### config.mk
export PLATFORM = sky130hd
export DESIGN_NAME = i2c_master_with_bus_recovery
export DESIGN_NICKNAME = d
export VERILOG_FILES = /design/src/rtl/i2cmr_pkg.sv /design/src/rtl/i2cmr_seq.sv /design/src/rtl/i2c_master_with_bus_recovery.sv
export SDC_FILE = /design/constraint.sdc
export NUM_CORES = 1
export LEC_CHECK = 0
export BUFFER_PORTS_ARGS = -buffer_cell sky130_fd_sc_hd__buf_2
export CORE_MARGIN = 4
export CORE_UTILIZATION = 45
export CTS_BUF_LIST = sky130_fd_sc_hd__clkbuf_2 sky130_fd_sc_hd__clkbuf_4 sky130_fd_sc_hd__clkbuf_8
export DETAILED_ROUTE_END_ITERATION = 12
export GPL_ROUTABILITY_DRIVEN = 0
export GPL_TIMING_DRIVEN = 1
export PLACE_DENSITY_LB_ADDON = 0.12
export SLEW_MARGIN = 20
export SYNTH_ARGS = -nofsm -noshare
export SYNTH_HDL_FRONTEND = slang
export SYNTH_SLANG_ARGS = --single-unit
### constraint.sdc
create_clock -name clk -period 3.7 [get_ports clk]
set_clock_uncertainty 0.15 [all_clocks]
set_input_delay 0.37 -clock clk [delete_from_list [all_inputs] [get_ports clk]]
set_output_delay 0.37 -clock clk [all_outputs]
set_load 0.02 [all_outputs]
### src/rtl/i2cmr_pkg.sv
// Package for the I2C master with bus recovery.
// Holds command codes, the sequencer phase type and the item/result structs.
// No dependencies.
package i2cmr_pkg;

  localparam logic [2:0] MODE_TICK    = 3'd0;
  localparam logic [2:0] MODE_INIT    = 3'd1;
  localparam logic [2:0] MODE_START   = 3'd2;
  localparam logic [2:0] MODE_RESTART = 3'd3;
  localparam logic [2:0] MODE_STOP    = 3'd4;
  localparam logic [2:0] MODE_WRITE   = 3'd5;
  localparam logic [2:0] MODE_READ    = 3'd6;
  localparam logic [2:0] MODE_RSVD    = 3'd7;  // unused code, handled as a tick

  localparam logic [1:0] ST_OK    = 2'd0;
  localparam logic [1:0] ST_NACK  = 2'd1;
  localparam logic [1:0] ST_STUCK = 2'd2;

  localparam logic [3:0] RECOVERY_PULSES_RST = 4'd10;
  localparam logic [3:0] BITS_PER_BYTE       = 4'd8;

  typedef enum logic [10:0] {
    PH_IDLE    = 11'b000_0000_0001,
    PH_CHECK   = 11'b000_0000_0010,
    PH_PULSE   = 11'b000_0000_0100,
    PH_RSTOP   = 11'b000_0000_1000,
    PH_START   = 11'b000_0001_0000,
    PH_RESTART = 11'b000_0010_0000,
    PH_STOP    = 11'b000_0100_0000,
    PH_WBIT    = 11'b000_1000_0000,
    PH_WACK    = 11'b001_0000_0000,
    PH_RBIT    = 11'b010_0000_0000,
    PH_RACK    = 11'b100_0000_0000
  } phase_t;

  typedef struct packed {
    logic [2:0] mode;
    logic [7:0] data_byte;
    logic       send_nack;
    logic       sda_in;
    logic       scl_in;
  } item_t;

  typedef struct packed {
    logic       scl_release;
    logic       sda_release;
    logic       busy_res;
    logic       done_res;
    logic [1:0] status;
    logic [7:0] read_data;
  } res_t;

endpackage

### src/rtl/i2cmr_seq.sv
// Bus sequencer: command latch and one delay unit per tick transfer.
// Result for the current item is combinational; state updates on step.
// Depends on i2cmr_pkg.
module i2cmr_seq
  import i2cmr_pkg::*;
(
  input  logic       clk,
  input  logic       rst,
  input  logic       step,
  input  logic [3:0] recovery_pulses,
  input  item_t      item,
  output res_t       res
);

  phase_t     phase, phase_next;
  logic [2:0] active_cmd, active_cmd_next;
  logic [3:0] bit_index, bit_index_next;
  logic [7:0] shift_byte, shift_byte_next;
  logic [3:0] pulse_index, pulse_index_next;
  logic       nack_choice, nack_choice_next;
  logic [1:0] last_status, last_status_next;
  logic       scl_level, scl_level_next;
  logic       sda_level, sda_level_next;
  logic [1:0] unit_step, unit_step_next;
  logic [7:0] last_read, last_read_next;
  logic       done;
  logic       both_high;
  logic       is_cmd;
  logic [3:0] pulse_inc;
  logic [3:0] bit_inc;
  phase_t     after_ok;
  logic       after_ok_done;

  assign both_high = item.sda_in & item.scl_in;
  assign is_cmd    = (item.mode != MODE_TICK) && (item.mode != MODE_RSVD);
  assign pulse_inc = pulse_index + 4'd1;
  assign bit_inc   = bit_index + 4'd1;
  // init finishes after a clean check, start goes on to the start condition
  assign after_ok      = (active_cmd == MODE_INIT) ? PH_IDLE : PH_START;
  assign after_ok_done = (active_cmd == MODE_INIT);

  always_comb begin
    phase_next       = phase;
    active_cmd_next  = active_cmd;
    bit_index_next   = bit_index;
    shift_byte_next  = shift_byte;
    pulse_index_next = pulse_index;
    nack_choice_next = nack_choice;
    last_status_next = last_status;
    scl_level_next   = scl_level;
    sda_level_next   = sda_level;
    unit_step_next   = unit_step;
    last_read_next   = last_read;
    done             = 1'b0;

    if (is_cmd) begin
      if (phase == PH_IDLE) begin
        active_cmd_next  = item.mode;
        unit_step_next   = 2'd0;
        bit_index_next   = 4'd0;
        pulse_index_next = 4'd0;
        unique case (item.mode)
          MODE_INIT, MODE_START: phase_next = PH_CHECK;
          MODE_RESTART:          phase_next = PH_RESTART;
          MODE_STOP:             phase_next = PH_STOP;
          MODE_WRITE: begin
            phase_next       = PH_WBIT;
            shift_byte_next  = item.data_byte;
            nack_choice_next = 1'b0;
          end
          default: begin
            phase_next       = PH_RBIT;
            shift_byte_next  = 8'd0;
            nack_choice_next = item.send_nack;
          end
        endcase
      end
    end else begin
      unique case (phase)
        PH_IDLE: ;
        PH_CHECK: begin
          scl_level_next = 1'b1;
          sda_level_next = 1'b1;
          if (both_high) begin
            phase_next     = after_ok;
            unit_step_next = 2'd0;
            done           = after_ok_done;
            if (after_ok_done) last_status_next = ST_OK;
          end else begin
            pulse_index_next = 4'd0;
            unit_step_next   = 2'd0;
            phase_next       = (recovery_pulses == 4'd0) ? PH_RSTOP : PH_PULSE;
          end
        end
        PH_PULSE: begin
          sda_level_next = 1'b1;
          scl_level_next = (unit_step < 2'd2);
          unit_step_next = unit_step + 2'd1;
          if (unit_step == 2'd3) begin
            pulse_index_next = pulse_inc;
            if (pulse_inc >= recovery_pulses) phase_next = PH_RSTOP;
          end
        end
        PH_RSTOP: begin
          if (unit_step == 2'd0) begin
            scl_level_next = 1'b0;
            sda_level_next = 1'b0;
            unit_step_next = 2'd1;
          end else if (unit_step == 2'd1) begin
            scl_level_next = 1'b1;
            unit_step_next = 2'd2;
          end else begin
            sda_level_next = 1'b1;
            unit_step_next = 2'd0;
            if (both_high) begin
              phase_next = after_ok;
              done       = after_ok_done;
              if (after_ok_done) last_status_next = ST_OK;
            end else begin
              phase_next       = PH_IDLE;
              done             = 1'b1;
              last_status_next = ST_STUCK;
            end
          end
        end
        PH_START, PH_RESTART: begin
          if (unit_step == 2'd0) begin
            scl_level_next = 1'b1;
            sda_level_next = 1'b1;
            unit_step_next = 2'd1;
          end else if (unit_step == 2'd1) begin
            sda_level_next = 1'b0;
            unit_step_next = 2'd2;
          end else begin
            scl_level_next   = 1'b0;
            phase_next       = PH_IDLE;
            unit_step_next   = 2'd0;
            done             = 1'b1;
            last_status_next = ST_OK;
          end
        end
        PH_STOP: begin
          if (unit_step == 2'd0) begin
            sda_level_next = 1'b0;
            unit_step_next = 2'd1;
          end else if (unit_step == 2'd1) begin
            scl_level_next = 1'b1;
            unit_step_next = 2'd2;
          end else begin
            sda_level_next   = 1'b1;
            phase_next       = PH_IDLE;
            unit_step_next   = 2'd0;
            done             = 1'b1;
            last_status_next = ST_OK;
          end
        end
        PH_WBIT: begin
          unit_step_next = unit_step + 2'd1;
          if (unit_step == 2'd0) begin
            sda_level_next = shift_byte[7];
          end else if (unit_step == 2'd1) begin
            scl_level_next = 1'b1;
          end else if (unit_step == 2'd3) begin
            scl_level_next  = 1'b0;
            shift_byte_next = {shift_byte[6:0], 1'b0};
            bit_index_next  = bit_inc;
            if (bit_inc >= BITS_PER_BYTE) phase_next = PH_WACK;
          end
        end
        PH_WACK: begin
          unit_step_next = unit_step + 2'd1;
          if (unit_step == 2'd0) begin
            sda_level_next = 1'b1;
          end else if (unit_step == 2'd1) begin
            scl_level_next   = 1'b1;
            nack_choice_next = item.sda_in;
          end else if (unit_step == 2'd3) begin
            scl_level_next   = 1'b0;
            phase_next       = PH_IDLE;
            unit_step_next   = 2'd0;
            done             = 1'b1;
            last_status_next = nack_choice ? ST_NACK : ST_OK;
          end
        end
        PH_RBIT: begin
          sda_level_next = 1'b1;
          unit_step_next = unit_step + 2'd1;
          if (unit_step == 2'd1) begin
            scl_level_next  = 1'b1;
            shift_byte_next = {shift_byte[6:0], item.sda_in};
          end else if (unit_step == 2'd3) begin
            scl_level_next = 1'b0;
            bit_index_next = bit_inc;
            if (bit_inc >= BITS_PER_BYTE) phase_next = PH_RACK;
          end
        end
        PH_RACK: begin
          unit_step_next = unit_step + 2'd1;
          if (unit_step == 2'd0) begin
            sda_level_next = nack_choice;
          end else if (unit_step == 2'd1) begin
            scl_level_next = 1'b1;
          end else if (unit_step == 2'd3) begin
            scl_level_next   = 1'b0;
            last_read_next   = shift_byte;
            phase_next       = PH_IDLE;
            unit_step_next   = 2'd0;
            done             = 1'b1;
            last_status_next = ST_OK;
          end
        end
        default: ;
      endcase
    end
  end

  always_comb begin
    res.scl_release = scl_level_next;
    res.sda_release = sda_level_next;
    res.busy_res    = (phase_next != PH_IDLE);
    res.done_res    = done;
    res.status      = last_status_next;
    res.read_data   = last_read_next;
  end

  always_ff @(posedge clk) begin
    if (rst) begin
      phase       <= PH_IDLE;
      active_cmd  <= MODE_TICK;
      bit_index   <= 4'd0;
      shift_byte  <= 8'd0;
      pulse_index <= 4'd0;
      nack_choice <= 1'b0;
      last_status <= ST_OK;
      scl_level   <= 1'b1;
      sda_level   <= 1'b1;
      unit_step   <= 2'd0;
      last_read   <= 8'd0;
    end else if (step) begin
      phase       <= phase_next;
      active_cmd  <= active_cmd_next;
      bit_index   <= bit_index_next;
      shift_byte  <= shift_byte_next;
      pulse_index <= pulse_index_next;
      nack_choice <= nack_choice_next;
      last_status <= last_status_next;
      scl_level   <= scl_level_next;
      sda_level   <= sda_level_next;
      unit_step   <= unit_step_next;
      last_read   <= last_read_next;
    end
  end

endmodule

### src/rtl/i2c_master_with_bus_recovery.sv
// I2C master with stuck-bus recovery: one transfer in gives one result transfer out.
// Each item is either a command (latched when idle) or a tick that advances the
// bus sequence by one delay unit; the result holds the line drives and status.
// Throughput is one item per clock while the skid register is empty: next state and
// result are computed combinationally from the state registers; the result is
// registered in the output register, or in the skid register while the output
// register is held. A two-entry output stage (output register plus skid register)
// lets input continue while a result is held; input stalls only when both entries
// are full. recovery_pulses resets to 10 and must be written only while no
// command is in progress. Depends on i2cmr_pkg and i2cmr_seq.
module i2c_master_with_bus_recovery
  import i2cmr_pkg::*;
(
  input  logic       clk,
  input  logic       rst,
  input  logic       cfg_we,
  input  logic [3:0] cfg_data,
  input  logic       in_valid,
  output logic       in_ready,
  input  logic [2:0] mode,
  input  logic [7:0] data_byte,
  input  logic       send_nack,
  input  logic       sda_in,
  input  logic       scl_in,
  output logic       out_valid,
  input  logic       out_ready,
  output logic       scl_release,
  output logic       sda_release,
  output logic       busy_res,
  output logic       done_res,
  output logic [1:0] status,
  output logic [7:0] read_data
);

  logic [3:0] recovery_pulses;
  item_t      item;
  res_t       res_new;
  res_t       out_res;
  res_t       skid_res;
  logic       skid_valid;
  logic       push;
  logic       pop;

  assign in_ready = !skid_valid;
  assign push     = in_valid && in_ready;
  assign pop      = out_valid && out_ready;

  assign item.mode      = mode;
  assign item.data_byte = data_byte;
  assign item.send_nack = send_nack;
  assign item.sda_in    = sda_in;
  assign item.scl_in    = scl_in;

  always_ff @(posedge clk) begin
    if (rst) begin
      recovery_pulses <= RECOVERY_PULSES_RST;
    end else if (cfg_we) begin
      recovery_pulses <= cfg_data;
    end
  end

  i2cmr_seq u_seq (
    .clk             (clk),
    .rst             (rst),
    .step            (push),
    .recovery_pulses (recovery_pulses),
    .item            (item),
    .res             (res_new)
  );

  always_ff @(posedge clk) begin
    if (rst) begin
      out_valid  <= 1'b0;
      skid_valid <= 1'b0;
    end else if (!out_valid || pop) begin
      if (skid_valid) begin
        out_valid  <= 1'b1;
        skid_valid <= push;
      end else begin
        out_valid <= push;
      end
    end else if (push) begin
      skid_valid <= 1'b1;
    end
  end

  always_ff @(posedge clk) begin
    if (!out_valid || pop) begin
      if (skid_valid) begin
        out_res <= skid_res;
        if (push) skid_res <= res_new;
      end else if (push) begin
        out_res <= res_new;
      end
    end else if (push) begin
      skid_res <= res_new;
    end
  end

  assign scl_release = out_res.scl_release;
  assign sda_release = out_res.sda_release;
  assign busy_res    = out_res.busy_res;
  assign done_res    = out_res.done_res;
  assign status      = out_res.status;
  assign read_data   = out_res.read_data;

`ifndef SYNTHESIS
  a_skid_behind_out : assert property (@(posedge clk) disable iff (rst)
    skid_valid |-> out_valid)
    else $error("skid entry held without an output entry");

  a_done_not_busy : assert property (@(posedge clk) disable iff (rst)
    (out_valid && done_res) |-> !busy_res)
    else $error("finished sequence still reported busy");

  a_status_code : assert property (@(posedge clk) disable iff (rst)
    out_valid |-> (status <= ST_STUCK))
    else $error("undefined status code on output");

  a_full_stalls : assert property (@(posedge clk) disable iff (rst)
    (out_valid && !out_ready && skid_valid) |=> (skid_valid && out_valid))
    else $error("held results dropped while output stalled");
`endif

endmodule

==> Word level (Yosys, flattened, before mapping) <==
Index checks and enable logic that the tools add are counted.
W data, S select, Z words.
{ "totals": {"regBits": 79, "in_bits": 23, "out_inout_bits": 16, "wordCells": 213} }
{ "classes": {"n_addsub": 3, "n_lt_le_gt_ge": 3, "n_eq_ne": 31, "n_mux": 116, "n_bitwise": 1, "reduce_logical": 33} }
{ "op_table": {"columns": ["operator", "count"], "rows": [
  ["$mux W11", 20],
  ["$mux W8", 11],
  ["$pmux W11 S7", 1],
  ["$mux W14", 5],
  ["$mux W2", 21],
  ["$pmux W10 S4", 1],
  ["$mux W1", 37],
  ["$mux W4", 9],
  ["$pmux W8 S2", 2],
  ["$pmux W4 S2", 2],
  ["$reduce_or A3 Y1", 4],
  ["$eq A11 B1 Y1 const B", 1],
  ["$eq A11 B10 Y1 const B", 1],
  ["$eq A11 B11 Y1 const B", 1],
  ["$eq A11 B2 Y1 const B", 1],
  ["$eq A11 B3 Y1 const B", 1],
  ["$eq A11 B4 Y1 const B", 1],
  ["$eq A11 B5 Y1 const B", 1],
  ["$eq A11 B6 Y1 const B", 1],
  ["$eq A11 B7 Y1 const B", 1],
  ["$eq A11 B8 Y1 const B", 1],
  ["$eq A11 B9 Y1 const B", 1],
  ["$ne A11 B1 Y1 const B", 1],
  ["$pmux W2 S5", 1],
  ["other kinds (38)", 61]
]} }

==> Logic depth before layout (Yosys ltp) <==
{ "logic_depth": {"ltp_word": 12, "mapped_depth": 12, "ltp_nobuf": 10} }

==> Modules after synthesis <==
A second synthesis with hierarchy kept.
{ "unflattened": {"cells_unflattened": 525, "area_unflattened_um2": 4752.1} }
{ "modules_own_cells": {"columns": ["mod", "instances", "cells_each", "area_per_inst_um2", "seq_area_each_um2"], "rows": [
  ["i2cmr_seq", 1, 459, 3472.1, 900.9],
  ["i2c_master_with_bus_recovery", 1, 66, 1280.0, 960.9]
]} }

==> Worst setup path after synthesis <==
Ideal clock, no wire load.
{ "synth_path": {"path_kind": "register to register", "startpoint": "register u_seq.unit_step[0]", "endpoint": "register out_res (netlist bit read_data[1]) (data pin)", "setup_ps": 260, "arrival_time_ps": 2522, "required_time_ps": 3290, "path_slack_ps": 768, "stages_incl_launch_ff": 10, "path_buffers": 2, "period_less_slack_ps": 2932, "cell_sequence": "dfxtp_1 -> clkbuf_1 -> inv_1 -> ha_1 -> clkbuf_1 -> nor2_1 -> nand2_1 -> nor3_4 -> mux2_2 -> mux2_2"} }
{ "synth_lines": {"columns": ["element", "line_no", "rtl"], "rows": [
  ["from (decl)", "i2cmr_seq.sv:24", "logic [1:0] unit_step, unit_step_next;"],
  ["from (signal assigned)", "i2cmr_seq.sv:249", "unit_step <= unit_step_next;"],
  ["to (signal assigned)", "i2c_master_with_bus_recovery.sv:90", "out_res <= skid_res;"],
  ["to (signal assigned)", "i2c_master_with_bus_recovery.sv:93", "out_res <= res_new;"],
  ["to (decl)", "i2c_master_with_bus_recovery.sv:38", "res_t out_res;"]
]} }

==> Final worst setup path <==
{ "layout_path": {"startpoint": "register u_seq.unit_step[1]", "endpoint": "register out_res (netlist bit busy_res) (data pin)"} }
{ "layout_between": {"elab_chain_len": 9, "word_cells_on_any_way": 21, "cone_classes": "eq/ne (3); mux (17); reduce/logical (1)"} }
{ "layout_lines": {"columns": ["element", "line_no", "rtl"], "rows": [
  ["$eq A2 B2 Y1", null, null],
  ["$mux W11, on equally long branches", "i2cmr_seq.sv:177, i2cmr_seq.sv:203, i2cmr_seq.sv:163", null],
  ["$mux W11, on equally long branches", "i2cmr_seq.sv:174, i2cmr_seq.sv:161", null],
  ["$mux W11, on equally long branches", "i2cmr_seq.sv:172, i2cmr_seq.sv:159", null],
  ["$pmux W11 S7 *", "i2cmr_seq.sv:79", "unique case (phase)"],
  ["$mux W11 *", "i2cmr_seq.sv:56", "if (is_cmd) begin"],
  ["$ne A11 B1 Y1 *", "i2cmr_seq.sv:220", "res.busy_res = (phase_next != PH_IDLE);"],
  ["$mux W14 *", "i2c_master_with_bus_recovery.sv:92", "end else if (push) begin"],
  ["$mux W14 *", "i2c_master_with_bus_recovery.sv:89", "if (skid_valid) begin"]
]} }
Every way passes the cells marked *; elsewhere a longest branch is shown, timed or not. The select of a mux whose other input is x is not followed.
A chain may end at the register's enable or synchronous reset.

==> results.tsv <==
metric	value	unit
run status	completed	
critical path's largest stage delay	0.49	ns
root buf cell	clkbuf_8	
Syn Inst Count	549	
DP Worst Slack	0.314	ns
Yosys top cell area share	20.8	%
FF-to-FF Start	u_seq.unit_step[1]$_SDFFE_PP0P_	
asr flop ratio synth	0	%
Synth area leaders	dfxtp_1 21%, edfxtp_1 17%, mux2_2 4.6%, nor2_1 4.2%, a21oi_1 3.7%	
Layout fillers	1026	
drt first-iter violations	390	
Final ANT Viol Nets	0	
critical path fanouts, max	10	
vias in the first global route	4515	
Slew HR	48.0	%
IO buf count	38	
Hold-fix buffers, CTS	0	
Power per Cell Area	380	nW/um^2
num rows	37	
setup repair after global routing missed its margin	false	
WS Path Type	reg2reg	
first-pass GRT wire length	24.1	mm
reg2reg end	busy_res$_DFFE_PP_	
GRT Overall Usage	24.0	%
crit path launch type	register	
setup TNS	0	ns
post-DP HPWL	10.7	mm
CP endpoint kind	register	
max_cap viols	0	
Pre-Repair DR Iteration Count	6	
Die Y	112	microns
initial antenna violation count	0	
flop-to-flop setup slack	0.47	ns
period utilization	87.3	%
Post-Syn Nets	583	
Min Clock Period, post-route	3.23	ns
Most common cell on crit path	a21oi_1	
drt drc	0	
P_leak	2.07	nW
Core ar.	10500	sq um
Hold Crit Class	in2reg	
WP data arrival	3.18	ns
largest net degree at the start of global routing	33	
fmax	309	MHz
CTS buffer count	9	
clock-pin slew on the worst setup and hold paths	0.08	ns
critical path, cell by cell	inv_1, ha_1, or3b_2, mux2i_1, a21oi_1, a211oi_1, a21oi_1, nor4_1, a41oi_1	
Post-CTS Setup Inserts	0	
number of synthesized flops with an enable pin	28	
Vias/cell	6.24	
synthesized flop and latch total	79	
min-delay src	cfg_data[3]	
worst-margin pin slew	0.770	ns
final hold violations	0	
H-tree depth	3	
Starting Density	46.9	%
Yosys top cell by area	dfxtp_1	
CTS tree	built	
clk buf depth	2	
Routed WL	14.5	mm
final setup fails	0	
die footprint	12600	sq um
PnR worst setup slack	0.468	ns
Final Util	51.8	%
Worst-Skew Late Latency	0.37	ns
nets	609	
Ys Warns	0	
Slew Limit Fails	0	
Unique masters post-synth	81	
Ant. Diodes	0	
clock sinks	79	
worst hold path cell count	3	
synthesized area	4900	sq um
Overflow after GRT	0	
syn avg cell area	8.93	sq um
post-DR wirelength/cell	20.3	microns
layout cells sized above 1	19.3	%
reg2reg path depth	9	
Top Ports	39	
die width	112	microns
Crit path required time	3.65	ns
CP max-delay cell	or3b_2	
area delta synth->final	10.6	%
Hold Crit Endpoint	recovery_pulses[3]$_SDFFE_PP1P_	
routed vias	4466	
ys flop type	dfxtp_1	
sequential fraction of the synthesis area	38.0	%
VDD IR max	0.000253	V
cts repair resizes	0	
## registers in the layout, summed over array words and instances, names as in the netlist, 4 cells and up
register / flops
read_data: 8
u_seq.last_read: 8
u_seq.phase: 11
skid_res: 14
recovery_pulses: 4
u_seq.bit_index: 4
u_seq.shift_byte: 8
u_seq.pulse_index: 4
## cell usage after synthesis (all sizes together) (3+ instances only)
library cell  instances
or3                   9
mux2                 21
nand3b                3
edfxtp               28
nor4                 10
o211ai                6
o21a                  4
o221ai                3
or2                   4
inv                  17
nand2                34
nand3                12
a31oi                 8
xnor2                 4
nor2b                15
a41oi                 4
clkbuf               21
a21oi                37
ha                   11
o21ai                17
and3                  4
nor2                 56
o31a                  4
a211oi                5
a221oi                8
nor3                 36
a21boi                3
nand4                15
mux2i                 9
buf                  18
xor2                  8
and4                  6
dfxtp                51
nor4b                 5
nand2b               13
## kinds of logic (layout without fill, tap and decap cells)
logic type | after synthesis | count (layout) | synth area share [%]
simple gates | 230 | 230 | 26.4
compound gates | 130 | 130 | 19.1
flops | 79 | 79 | 38.0
buf+inv | 57 | 88 | 4.90
mux | 30 | 30 | 6.73
xor+xnor | 12 | 12 | 2.14
fa+ha+maj | 11 | 11 | 2.81
## metal layers
layer	wire, microns	up-vias	GRT usage (%)
li1	-	2116	-
met3	1290	35	6.47
met1	6370	2102	32.5
met5	0	-	0
met2	6420	213	36.8
met4	460	0	8.89
## worst max path at each step
| stage | endpoint | startpoint | slack, ns |
|---|---|---|---|
| after floorplan | read_data[1]$_DFFE_PP_ | u_seq.unit_step[0]$_SDFFE_PP0P_ | 0.77 |
| after global placement | read_data[6]$_DFFE_PP_ | u_seq.phase[4]$_SDFFE_PP0P_ | 0.42 |
| after detailed placement | read_data[1]$_DFFE_PP_ | u_seq.phase[4]$_SDFFE_PP0P_ | 0.31 |
| after CTS | read_data[7]$_DFFE_PP_ | u_seq.phase[4]$_SDFFE_PP0P_ | 0.31 |
| after global routing | busy_res$_DFFE_PP_ | u_seq.unit_step[1]$_SDFFE_PP0P_ | 0.16 |
| final | busy_res$_DFFE_PP_ | u_seq.unit_step[1]$_SDFFE_PP0P_ | 0.47 |
## critical path, delay by kind of cell (launching register included)
kind,cells,cell delay (ns)
buffers and inverters,1,0.11
AOI/OAI and AO/OA,4,0.77
adders and majority gates,1,0.34
and+or+nand+nor,2,0.81
DFF,1,0.45
muxes,1,0.34
## area by class of cell
type	instances	area [sq um]	share of cell area [%]
Multi-Input combinational cell	413	2810	51.8
Sequential cell	79	1860	34.3
Timing Repair Buffer	54	310	5.72
Tap cell	136	170	3.14
Clock buffer	9	124	2.28
Clock inverter	7	77.6	1.43
Inverter	18	67.6	1.25
## metrics by stage
stage | hold WS [ns] | power (mW) | instance area, sq um | std cells
2_1_floorplan | 0.294 | 1.28 | 4900 | 549
3_3_place_gp | 0.310 | 1.39 | 5210 | 700
3_5_place_dp | 0.318 | 1.40 | 5210 | 700
4_1_cts | 0.0506 | 2.08 | 5410 | 716
5_1_grt | 0.0568 | 2.18 | 5420 | 716
6_report | 0.0714 | 2.06 | 5420 | 716
## cells in the final DEF, fill, tap and decap left out, types with 5 or more instances in the layout
cell | Yosys | layout
nor2_1 | 55 | 55
dfxtp_1 | 51 | 51
buf_2 | 12 | 38
a21oi_1 | 36 | 36
nor3_1 | 35 | 35
nand2_1 | 34 | 34
edfxtp_1 | 28 | 28
mux2_2 | 20 | 20
inv_1 | 16 | 16
buf_4 | 1 | 16
nor2b_1 | 15 | 15
nand4_1 | 15 | 15
o21ai_0 | 15 | 15
nand2b_1 | 13 | 13
nand3_1 | 12 | 12
ha_1 | 11 | 11
or3_1 | 9 | 9
mux2i_1 | 9 | 9
clkbuf_8 | 0 | 9
xor2_1 | 8 | 8
a31oi_1 | 8 | 8
a221oi_1 | 8 | 8
nor4_1 | 6 | 6
and4_1 | 5 | 5
o211ai_1 | 5 | 5
a211oi_1 | 5 | 5
## report_power, final
group	switching, mW	total [mW]	leakage [nW]	internal [mW]
clock network	0.356	0.676	0.104	0.321
registers	0.0408	0.988	0.676	0.947
logic	0.248	0.399	1.29	0.151
(Power assumes the default switching activity.)
